File: src/rtl/pcx_pkg.sv
package pcx_pkg;

    typedef struct packed {
        logic [7:0] data_byte;
        logic       file_start;
    } t_in_item;

    typedef struct packed {
        logic [7:0]  pixel_value;
        logic [16:0] image_width;
        logic [16:0] image_height;
        logic        last_pixel;
        logic        header_error;
    } t_out_item;

    localparam logic [7:0] MAGIC_ID   = 8'd10;
    localparam logic [7:0] MAGIC_VER  = 8'd5;
    localparam logic [7:0] RUN_MARK   = 8'hbf;

    localparam logic [7:0] POS_VER     = 8'd1;
    localparam logic [7:0] POS_XMIN_LO = 8'd4;
    localparam logic [7:0] POS_XMIN_HI = 8'd5;
    localparam logic [7:0] POS_YMIN_LO = 8'd6;
    localparam logic [7:0] POS_YMIN_HI = 8'd7;
    localparam logic [7:0] POS_XMAX_LO = 8'd8;
    localparam logic [7:0] POS_XMAX_HI = 8'd9;
    localparam logic [7:0] POS_YMAX_LO = 8'd10;
    localparam logic [7:0] POS_YMAX_HI = 8'd11;

    // shift-add steps for the 17 x 17 bit pixel count product
    localparam logic [4:0] MUL_STEPS = 5'd17;

endpackage

File: src/rtl/pcx_rle_image_decoder.sv
// PCX run-length image decoder.
// Input channel (i_in_valid / o_in_stall / i_in): one file byte per transaction;
// file_start marks header byte 0 and restarts the decoder at any point.
// Output channel (o_out_valid / i_out_stall / o_out): one decoded pixel per
// transaction, with the image width and height and a flag on the final pixel.
// A wrong magic byte gives a single transaction with header_error set; further
// bytes are then dropped until the next file_start.
// Header and literal bytes are taken back to back while the output register is
// free. After the last header byte the pixel count width*height is formed by a
// 17-step shift-add loop on the single 33-bit adder with the input stalled. A run
// byte pair gives up to 63 pixels, one per cycle unless the receiver stalls, the
// first in the cycle the value byte is taken; the same adder counts the pixels
// down, so the input is stalled for the rest of the run. Results leave from a single
// output register, in the cycle after the byte that causes them. While the
// receiver stalls, that register holds and the input stalls whenever it is full.
// Reset idles the decoder, empties the output register and waits for a byte
// flagged file_start.
module pcx_rle_image_decoder #(
    parameter int HEADER_BYTES = 128
) (
    input  logic                i_clk,
    input  logic                i_rst_n,
    input  logic                i_in_valid,
    output logic                o_in_stall,
    input  pcx_pkg::t_in_item   i_in,
    output logic                o_out_valid,
    input  logic                i_out_stall,
    output pcx_pkg::t_out_item  o_out
);
    import pcx_pkg::*;

    localparam logic [2:0] ST_IDLE   = 3'd0;
    localparam logic [2:0] ST_HEADER = 3'd1;
    localparam logic [2:0] ST_LOAD   = 3'd2;
    localparam logic [2:0] ST_MUL    = 3'd3;
    localparam logic [2:0] ST_DATA   = 3'd4;
    localparam logic [2:0] ST_EMIT   = 3'd5;
    localparam logic [2:0] ST_DONE   = 3'd6;

    localparam logic [8:0] HDR_LEN = 9'(HEADER_BYTES);

    logic [2:0]  r_state, n_state;
    logic [7:0]  r_pos, n_pos;
    logic [15:0] r_x_min, n_x_min, r_y_min, n_y_min;
    logic [15:0] r_x_max, n_x_max, r_y_max, n_y_max;
    logic [32:0] r_pixels_left, n_pixels_left;
    logic [32:0] r_mcand, n_mcand;
    logic [16:0] r_mplier, n_mplier;
    logic [4:0]  r_mul_cnt, n_mul_cnt;
    logic [5:0]  r_run_count, n_run_count;
    logic        r_run_pending, n_run_pending;
    logic [5:0]  r_count, n_count;
    logic [7:0]  r_value, n_value;
    logic        r_out_vld, n_out_vld;
    t_out_item   r_out, n_out;

    logic        out_free;
    logic        accept;
    logic [32:0] add_b;
    logic [32:0] add_sum;
    logic [16:0] w_span, h_span;
    logic        do_emit;
    logic [7:0]  emit_val;
    logic [5:0]  emit_cnt;

    assign out_free    = !r_out_vld || !i_out_stall;
    assign o_in_stall  = (r_state inside {ST_LOAD, ST_MUL, ST_EMIT}) || !out_free;
    assign accept      = i_in_valid && !o_in_stall;
    assign o_out_valid = r_out_vld;
    assign o_out       = r_out;

    assign w_span = {1'b0, r_x_max - r_x_min} + 17'd1;
    assign h_span = {1'b0, r_y_max - r_y_min} + 17'd1;

    // shared adder: accumulate during multiply, else count down by one
    assign add_b   = (r_state == ST_MUL) ? r_mcand : {33{1'b1}};
    assign add_sum = r_pixels_left + add_b;

    always_comb begin
        n_state       = r_state;
        n_pos         = r_pos;
        n_x_min       = r_x_min;
        n_y_min       = r_y_min;
        n_x_max       = r_x_max;
        n_y_max       = r_y_max;
        n_pixels_left = r_pixels_left;
        n_mcand       = r_mcand;
        n_mplier      = r_mplier;
        n_mul_cnt     = r_mul_cnt;
        n_run_count   = r_run_count;
        n_run_pending = r_run_pending;
        n_count       = r_count;
        n_value       = r_value;
        n_out_vld     = r_out_vld && i_out_stall;
        n_out         = r_out;
        do_emit       = 1'b0;
        emit_val      = r_value;
        emit_cnt      = r_count;

        case (r_state)
            ST_LOAD: begin
                n_mcand       = {16'd0, w_span};
                n_mplier      = h_span;
                n_pixels_left = '0;
                n_mul_cnt     = '0;
                n_state       = ST_MUL;
            end
            ST_MUL: begin
                if (r_mplier[0]) begin
                    n_pixels_left = add_sum;
                end
                n_mcand   = {r_mcand[31:0], 1'b0};
                n_mplier  = {1'b0, r_mplier[16:1]};
                n_mul_cnt = r_mul_cnt + 5'd1;
                if (r_mul_cnt == MUL_STEPS - 5'd1) begin
                    n_state = ST_DATA;
                end
            end
            ST_EMIT: begin
                do_emit = out_free;
            end
            default: begin
                if (accept) begin
                    if (i_in.file_start) begin
                        n_x_min       = '0;
                        n_y_min       = '0;
                        n_x_max       = '0;
                        n_y_max       = '0;
                        n_run_count   = '0;
                        n_run_pending = 1'b0;
                        n_pixels_left = '0;
                        n_pos         = 8'd1;
                        n_state       = ST_HEADER;
                        if (i_in.data_byte != MAGIC_ID) begin
                            n_out_vld = 1'b1;
                            n_out     = '0;
                            n_out.header_error = 1'b1;
                            n_state   = ST_DONE;
                        end
                    end else if (r_state == ST_HEADER) begin
                        if (r_pos == POS_VER && i_in.data_byte != MAGIC_VER) begin
                            n_out_vld = 1'b1;
                            n_out     = '0;
                            n_out.header_error = 1'b1;
                            n_state   = ST_DONE;
                        end else begin
                            case (r_pos)
                                POS_XMIN_LO: n_x_min[7:0]  = i_in.data_byte;
                                POS_XMIN_HI: n_x_min[15:8] = i_in.data_byte;
                                POS_YMIN_LO: n_y_min[7:0]  = i_in.data_byte;
                                POS_YMIN_HI: n_y_min[15:8] = i_in.data_byte;
                                POS_XMAX_LO: n_x_max[7:0]  = i_in.data_byte;
                                POS_XMAX_HI: n_x_max[15:8] = i_in.data_byte;
                                POS_YMAX_LO: n_y_max[7:0]  = i_in.data_byte;
                                POS_YMAX_HI: n_y_max[15:8] = i_in.data_byte;
                                default: ;
                            endcase
                            if ({1'b0, r_pos} + 9'd1 >= HDR_LEN) begin
                                n_state = ST_LOAD;
                            end else begin
                                n_pos = r_pos + 8'd1;
                            end
                        end
                    end else if (r_state == ST_DATA) begin
                        if (r_run_pending) begin
                            n_run_pending = 1'b0;
                            n_run_count   = '0;
                            if (r_run_count != 6'd0) begin
                                do_emit  = 1'b1;
                                emit_val = i_in.data_byte;
                                emit_cnt = r_run_count;
                            end
                        end else if (i_in.data_byte > RUN_MARK) begin
                            n_run_count   = i_in.data_byte[5:0];
                            n_run_pending = 1'b1;
                        end else begin
                            do_emit  = 1'b1;
                            emit_val = i_in.data_byte;
                            emit_cnt = 6'd1;
                        end
                    end
                end
            end
        endcase

        if (do_emit) begin
            n_out_vld                = 1'b1;
            n_out.pixel_value        = emit_val;
            n_out.image_width        = w_span;
            n_out.image_height       = h_span;
            n_out.last_pixel         = (r_pixels_left == 33'd1);
            n_out.header_error       = 1'b0;
            n_pixels_left            = add_sum;
            n_value                  = emit_val;
            n_count                  = emit_cnt - 6'd1;
            if (add_sum == 33'd0) begin
                n_state = ST_DONE;
            end else if (emit_cnt > 6'd1) begin
                n_state = ST_EMIT;
            end else begin
                n_state = ST_DATA;
            end
        end
    end

    always_ff @(posedge i_clk) begin
        if (!i_rst_n) begin
            r_state       <= ST_IDLE;
            r_out_vld     <= 1'b0;
            r_pos         <= '0;
            r_run_pending <= 1'b0;
            r_run_count   <= '0;
        end else begin
            r_state       <= n_state;
            r_out_vld     <= n_out_vld;
            r_pos         <= n_pos;
            r_run_pending <= n_run_pending;
            r_run_count   <= n_run_count;
        end
        r_x_min       <= n_x_min;
        r_y_min       <= n_y_min;
        r_x_max       <= n_x_max;
        r_y_max       <= n_y_max;
        r_pixels_left <= n_pixels_left;
        r_mcand       <= n_mcand;
        r_mplier      <= n_mplier;
        r_mul_cnt     <= n_mul_cnt;
        r_count       <= n_count;
        r_value       <= n_value;
        r_out         <= n_out;
    end

endmodule

File: config.mk
export PLATFORM = sky130hd
export DESIGN_NAME = pcx_rle_image_decoder
export DESIGN_NICKNAME = d
export VERILOG_FILES = /design/src/rtl/pcx_pkg.sv /design/src/rtl/pcx_rle_image_decoder.sv
export SDC_FILE = /design/constraint.sdc
export NUM_CORES = 1
export LEC_CHECK = 0
export ABC_CLOCK_PERIOD_IN_PS = 8700
export BUFFER_PORTS_ARGS = -buffer_cell sky130_fd_sc_hd__buf_2
export CAP_MARGIN = 30
export CORE_AREA = 2 2 187 189
export DETAILED_ROUTE_END_ITERATION = 8
export DIE_AREA = 0 0 189 191
export SKIP_CTS_REPAIR_TIMING = 1
export SLEW_MARGIN = 20
export SYNTH_ARGS = -nofsm -noshare
export SYNTH_HDL_FRONTEND = slang
export SYNTH_SLANG_ARGS = --single-unit
File: constraint.sdc
create_clock -name i_clk -period 8.7 [get_ports i_clk]
set_input_delay 1.305 -clock i_clk [delete_from_list [all_inputs] [get_ports i_clk]]
set_output_delay 1.305 -clock i_clk [all_outputs]
set_load 0.1 [all_outputs]
Yosys cells after proc, flatten, opt, wreduce, memory -nomap -nowiden

Cells that the tools add are included.

Bits of input ports: 13
Register bits: 229

Equality and inequality tests: 27
Reductions and logical operators: 49
Magnitude comparators: 3
Bitwise gates (word level): 1
Add/subtract/negate cells: 9
Multiplexer cells: 88

Operator list:

| kind                  | number |
|---|---|
| $mux 44               | 7 |
| $mux 33               | 5 |
| $mux 8                | 20 |
| $mux 16               | 8 |
| $pmux 33 s3           | 1 |
| $mux 6                | 13 |
| $pmux 33 s2           | 1 |
| $reduce_and 5->1      | 13 |
| $add 16x1->17 const B | 2 |
| $pmux 17 s2           | 1 |
| $add 33x33->33        | 1 |
| $eq 33x1->1 const B   | 1 |
| $logic_not 33->1      | 1 |
| $eq 8x3->1 const B    | 4 |
| $eq 8x4->1 const B    | 4 |
| $sub 16x16->16        | 2 |
| $reduce_bool 2->1     | 13 |
| $mux 3                | 8 |
| $mux 1                | 20 |
| $reduce_bool 3->1     | 4 |
| $reduce_bool 6->1     | 2 |
| $pmux 5 s2            | 1 |
| $add 8x1->9 const B   | 1 |
| $ge 9x8->1 const B    | 1 |
| other kinds (29)      | 43 |

Depth between registers and ports, before layout

Word-level depth: 12
Depth in mapped cells: 17
Mapped depth without buffers: 15

Worst setup path before layout

Ideal clock, no wire load.

Path kind: input port to flip-flop
Start point: in i_out_stall
End point: reg r_pixels_left[0], enable pin
Cell stages on the path: 8
Setup time: 0.434 ns
Arrival time: 3.907 ns
Data required time: 8.266 ns
Setup slack: 4.359 ns
Cell sequence: nand2_1 nand4b_1 a211o_1 and2_1 buf_2 inv_2 nor2_1 a21oi_1

Cells in the longest elaborated chain, start to end: 10

Ends and longest elaborated chain:

| element                                             | line                         | source |
|---|---|---|
| from (decl)                                         | pcx_rle_image_decoder.sv:27  | `input logic i_out_stall,` |
| $logic_not 1->1 (*)                                 | pcx_rle_image_decoder.sv:66  | `assign out_free = !r_out_vld \|\| !i_out_stall;` |
| $logic_or 1x1->1 (*)                                | pcx_rle_image_decoder.sv:66  |  |
| $logic_not 1->1                                     | pcx_rle_image_decoder.sv:67  | `assign o_in_stall = (r_state inside {ST_LOAD, ST_MUL, ST_EMIT}) \|\| !out_free;` |
| $logic_or 1x1->1                                    | pcx_rle_image_decoder.sv:67  |  |
| $logic_not 1->1                                     | pcx_rle_image_decoder.sv:68  | `assign accept = i_in_valid && !o_in_stall;` |
| $logic_and 1x1->1                                   | pcx_rle_image_decoder.sv:68  |  |
| $mux 1                                              | pcx_rle_image_decoder.sv:123 | `if (accept) begin` |
| $pmux 1 s2                                          | pcx_rle_image_decoder.sv:100 | `case (r_state)` |
| $ne 3x3->1 (no source line) (tied with other cells) | -                            |  |
| $reduce_and 4->1 (no source line) (*)               | -                            |  |
| to (signal assigned)                                | pcx_rle_image_decoder.sv:224 | `r_pixels_left <= n_pixels_left;` |
| to (decl)                                           | pcx_rle_image_decoder.sv:46  | `logic [32:0] r_pixels_left, n_pixels_left;` |

Mark *: on every way between the ends. The rest lies on a longest branch, timed or not.
A chain may end at the register's enable or synchronous reset.

Final worst setup path

Start point: reg r_state[2]
End point: reg r_state[1]

Cells in the longest elaborated chain, start to end: 9

Ends and longest elaborated chain:

| element                                                | line                         | source |
|---|---|---|
| from (decl)                                            | pcx_rle_image_decoder.sv:42  | `logic [2:0] r_state, n_state;` |
| from (signal assigned)                                 | pcx_rle_image_decoder.sv:214 | `r_state <= n_state;` |
| branches (longest 9 deep; another with $add 33x33->33) | -                            |  |

Several ways; the timed one is not identified.

==> results.sh <==
export IMPL_p_total_w=0.00492
export IMPL_synth_area_per_cell_sq_um=10.3
export IMPL_cts_root_buf="clkbuf_16"
export IMPL_power_frac_seq_pct=33.7
export IMPL_cts_sinks=229
export IMPL_synthTopCellsByArea="edfxtp_1 46%, ha_1 7.0%, nor2_1 3.9%, xnor2_1 3.2%, a21oi_1 3.1%"
export IMPL_synthesis_nets=1404
export IMPL_m1WireLength_um=14900
export IMPL_final_max_slew_viol_count=0
export IMPL_fillers=3238
export IMPL_cts_buffer_depth=3
export IMPL_required_ns=9.18
export IMPL_grt_overflow=0
export IMPL_layout_setup_ws_ns=3.31
export IMPL_synthCells=1312
export IMPL_hold_viol_final=0
export IMPL_synth_area_sq_mm=0.0135
export IMPL_path_clk_slew_ns=0.06
export IMPL_crit_chain="nand2b_1 -> inv_2 -> buf_4 -> and2_2 -> buf_4 -> nand2b_1 -> ha_1 -> fa_1 -> a21oi_1 -> o211ai_1 -> a211o_1 -> a31o_2 -> xnor2_1 -> and4bb_2 -> nand4_1 -> nor4_2 -> a32o_1"
export IMPL_antennaDiodeCount=0
export IMPL_nets=1453
export IMPL_rsz0062_at_grt="no"
export IMPL_grt_max_degree=78
export IMPL_track_usage_pct=17.6
export IMPL_cp_max_fo=77
export IMPL_critPathMaxStageDelay_ns=0.66
export IMPL_cts_buffers=26
export IMPL_synth_common_cells="209 x edfxtp_1, 142 x nor2_1, 104 x nand2_1, 84 x a21oi_1, 76 x ha_1"
export IMPL_p_int_w=0.00282
export IMPL_vias_per_cell=5.40
export IMPL_area_growth_pct=11.7
export IMPL_max_cap_violations=0
export IMPL_p_clk_share_pct=21.0
export IMPL_finalNonFillerCells=1835
export IMPL_ant_nets=0
export IMPL_netSwitchingPower_w=0.00210
export IMPL_boundaryPins=59
export IMPL_placed_area_sq_mm=0.0143
export IMPL_dr_wl_met2_um=15000
export IMPL_row_count=68
export IMPL_wl_per_cell_um=17.5
export IMPL_htreeDepth=1
export IMPL_final_area_sq_mm=0.0151
export IMPL_route_met3_wl_um=1400
export IMPL_synth_edf_count=209
export IMPL_yosysWarnings=0
export IMPL_synth_top_cell_area_share_pct=46.5
export IMPL_yosysUniqueCellTypes=83
export IMPL_coreArea_sq_mm=0.0341
export IMPL_dp_slack_ns=3.34
export IMPL_cts_tree="built"
export IMPL_min_period_ns=5.39
export IMPL_finClkSkew_ns=0.0358
export IMPL_start_kind="flop"
export IMPL_gp_congestion=0.900
export IMPL_path_class="reg -> reg"
export IMPL_layout_worst_path_cycle_share_pct=62.0
export IMPL_async_reset_ff_share_pct=0
export IMPL_dpl_cell_count=1788
export IMPL_final_seq_area_sq_mm=0.00668
export IMPL_antenna_found_initial=0
export IMPL_combPwrFrac_pct=45.3
export IMPL_arrival_ns=5.87
export IMPL_clk_latency_ns=0.56
export IMPL_endpoint_kind="flop"
export IMPL_synth_most_common_cell="edfxtp_1"
export IMPL_grt_pass1_vias=9483
export IMPL_worstMarginPinSlew_ns=0.862
export IMPL_switching_share_pct=42.7
export IMPL_setup_viol_count_final=0
export IMPL_hp_class="reg -> reg"
export IMPL_multiInputGateArea_sq_mm=0.00644
export IMPL_synth_seq_area_share_pct=49.4
export IMPL_fp_dieH_um=191
export IMPL_cpMaxStageDelayCell="buf_4"
export IMPL_status="finished, final reports clean"
export IMPL_drt_iter0_drc=758
export IMPL_vias=9909
export IMPL_dr_pass1_iters=5
export IMPL_finalSetupTns_ns=0
export IMPL_ir_drop_v=0.000237
export IMPL_grt_pass1_wl_um=50800
export IMPL_ys_flop_type="edfxtp_1"
export IMPL_route_detailed_drc=0
export IMPL_wl_um=32100
export IMPL_layout_drive_gt1_share_pct=10.0
export IMPL_hpwl_um=23800
export IMPL_portBuffers=58
export IMPL_p_leak_nw=5.60
export IMPL_slew_headroom_pct=42.4
export IMPL_synth_top_cell_by_area="edfxtp_1"
export IMPL_start_util_pct=39.6
export IMPL_highest_layer="met4"
export IMPL_power_density_mw_per_mm2=326
export IMPL_synth_seq_cells=229
export IMPL_die_area_sq_mm=0.0361
export IMPL_max_freq_mhz=186
export IMPL_die_w_um=189
[cell usage in the layout, fill, tap and decap left out, drive strengths merged, types with 14 or more instances in the layout]
cell type | Yosys | layout
edfxtp | 209 | 209
nor2 | 142 | 142
nand2 | 104 | 104
a21oi | 85 | 85
ha | 76 | 76
buf | 11 | 66
inv | 61 | 61
o21ai | 56 | 56
xnor2 | 50 | 50
xor2 | 43 | 43
nand2b | 42 | 42
nand3 | 38 | 38
clkbuf | 34 | 31
and3 | 28 | 28
a21o | 24 | 24
and2 | 24 | 24
nor2b | 22 | 22
nor3 | 22 | 22
a21boi | 21 | 21
nand4 | 20 | 20
dfxtp | 20 | 20
a211oi | 16 | 16
nor4 | 15 | 15
nor3b | 14 | 14
o21a | 14 | 14
[critical path, delay by kind of cell (launching register included)]
| family | cells | cell delay (ns) |
|---|---|---|
| AO/OA/AOI/OAI | 5 | 1.38 |
| XOR/XNOR | 1 | 0.17 |
| adder cells (fa/ha/maj) | 2 | 0.63 |
| buffers and inverters | 3 | 1.10 |
| flip-flops | 1 | 0.35 |
| AND/OR/NAND/NOR | 6 | 1.62 |
[flip-flops by register name, summed over array words and instances (netlist names)]
| name | flops |
|---|---|
| o_out_valid | 1 |
| r_x_min | 16 |
| r_y_max | 16 |
| r_state | 3 |
| r_run_pending | 1 |
| r_mplier | 17 |
| r_pixels_left | 33 |
| r_value | 8 |
| o_out | 44 |
| r_run_count | 6 |
| r_count | 6 |
| r_mcand | 33 |
| r_mul_cnt | 5 |
| r_pos | 8 |
| r_y_min | 16 |
| r_x_max | 16 |
[worst paths after layout]
| kind | startpoint | end | slack, ns | cells past startpoint |
|---|---|---|---|---|
| worst min-delay path | r_run_count[2] | r_run_count[2] | 0.48 | 2 |
| worst max-delay path | r_state[2] | r_state[1] | 3.31 | 17 |
| worst min register to register | r_run_count[2] | r_run_count[2] | 0.48 | 2 |
| worst max register to register | r_state[2] | r_state[1] | 3.31 | 17 |
[power groups by stage]
stage	sequential [W]	clock (W)	combinational, W
after CTS	0.00166	0.00106	0.00221
final	0.00166	0.00103	0.00223
after detailed placement	0.00167	0	0.00220
after global routing	0.00168	0.00109	0.00244
after global placement	0.00167	0	0.00220
after floorplan	0.00193	0	0.00142
[metrics by stage]
stage | util [%] | hold slack (ns)
global placement | 41.8 | 0.453
CTS | 44.2 | 0.480
detailed placement | 41.9 | 0.473
global route | 44.2 | 0.503
finish | 44.2 | 0.479
floorplan | - | 0.448
[layer usage]
metal  vias up  global-route usage (%)
met3        44                    2.22
met5         -                       0
met2       218                    29.6
li1       4919                       -
met1      4728                    23.9
met4         0                    4.69
[final cells by class]
| cell class | instances | area share, % |
|---|---|---|
| timing repair buffer | 66 | 2.40 |
| tap | 455 | 3.77 |
| clock inverter | 16 | 0.746 |
| clock buffer | 31 | 4.63 |
| sequential | 229 | 44.2 |
| multi-input combinational | 977 | 42.7 |
| inverter | 61 | 1.52 |
[cell families (layout without fill, tap and decap cells)]
family | after synthesis | in the layout | synth area share (%)
flops | 229 | 229 | 49.4
compound gates | 291 | 291 | 14.6
mux | 2 | 2 | 0.157
fa+ha+maj | 79 | 79 | 7.48
buf+inv | 106 | 174 | 3.00
simple gates | 512 | 512 | 19.3
xor+xnor | 93 | 93 | 6.03
No activity file was read; power rests on OpenSTA's default activity.
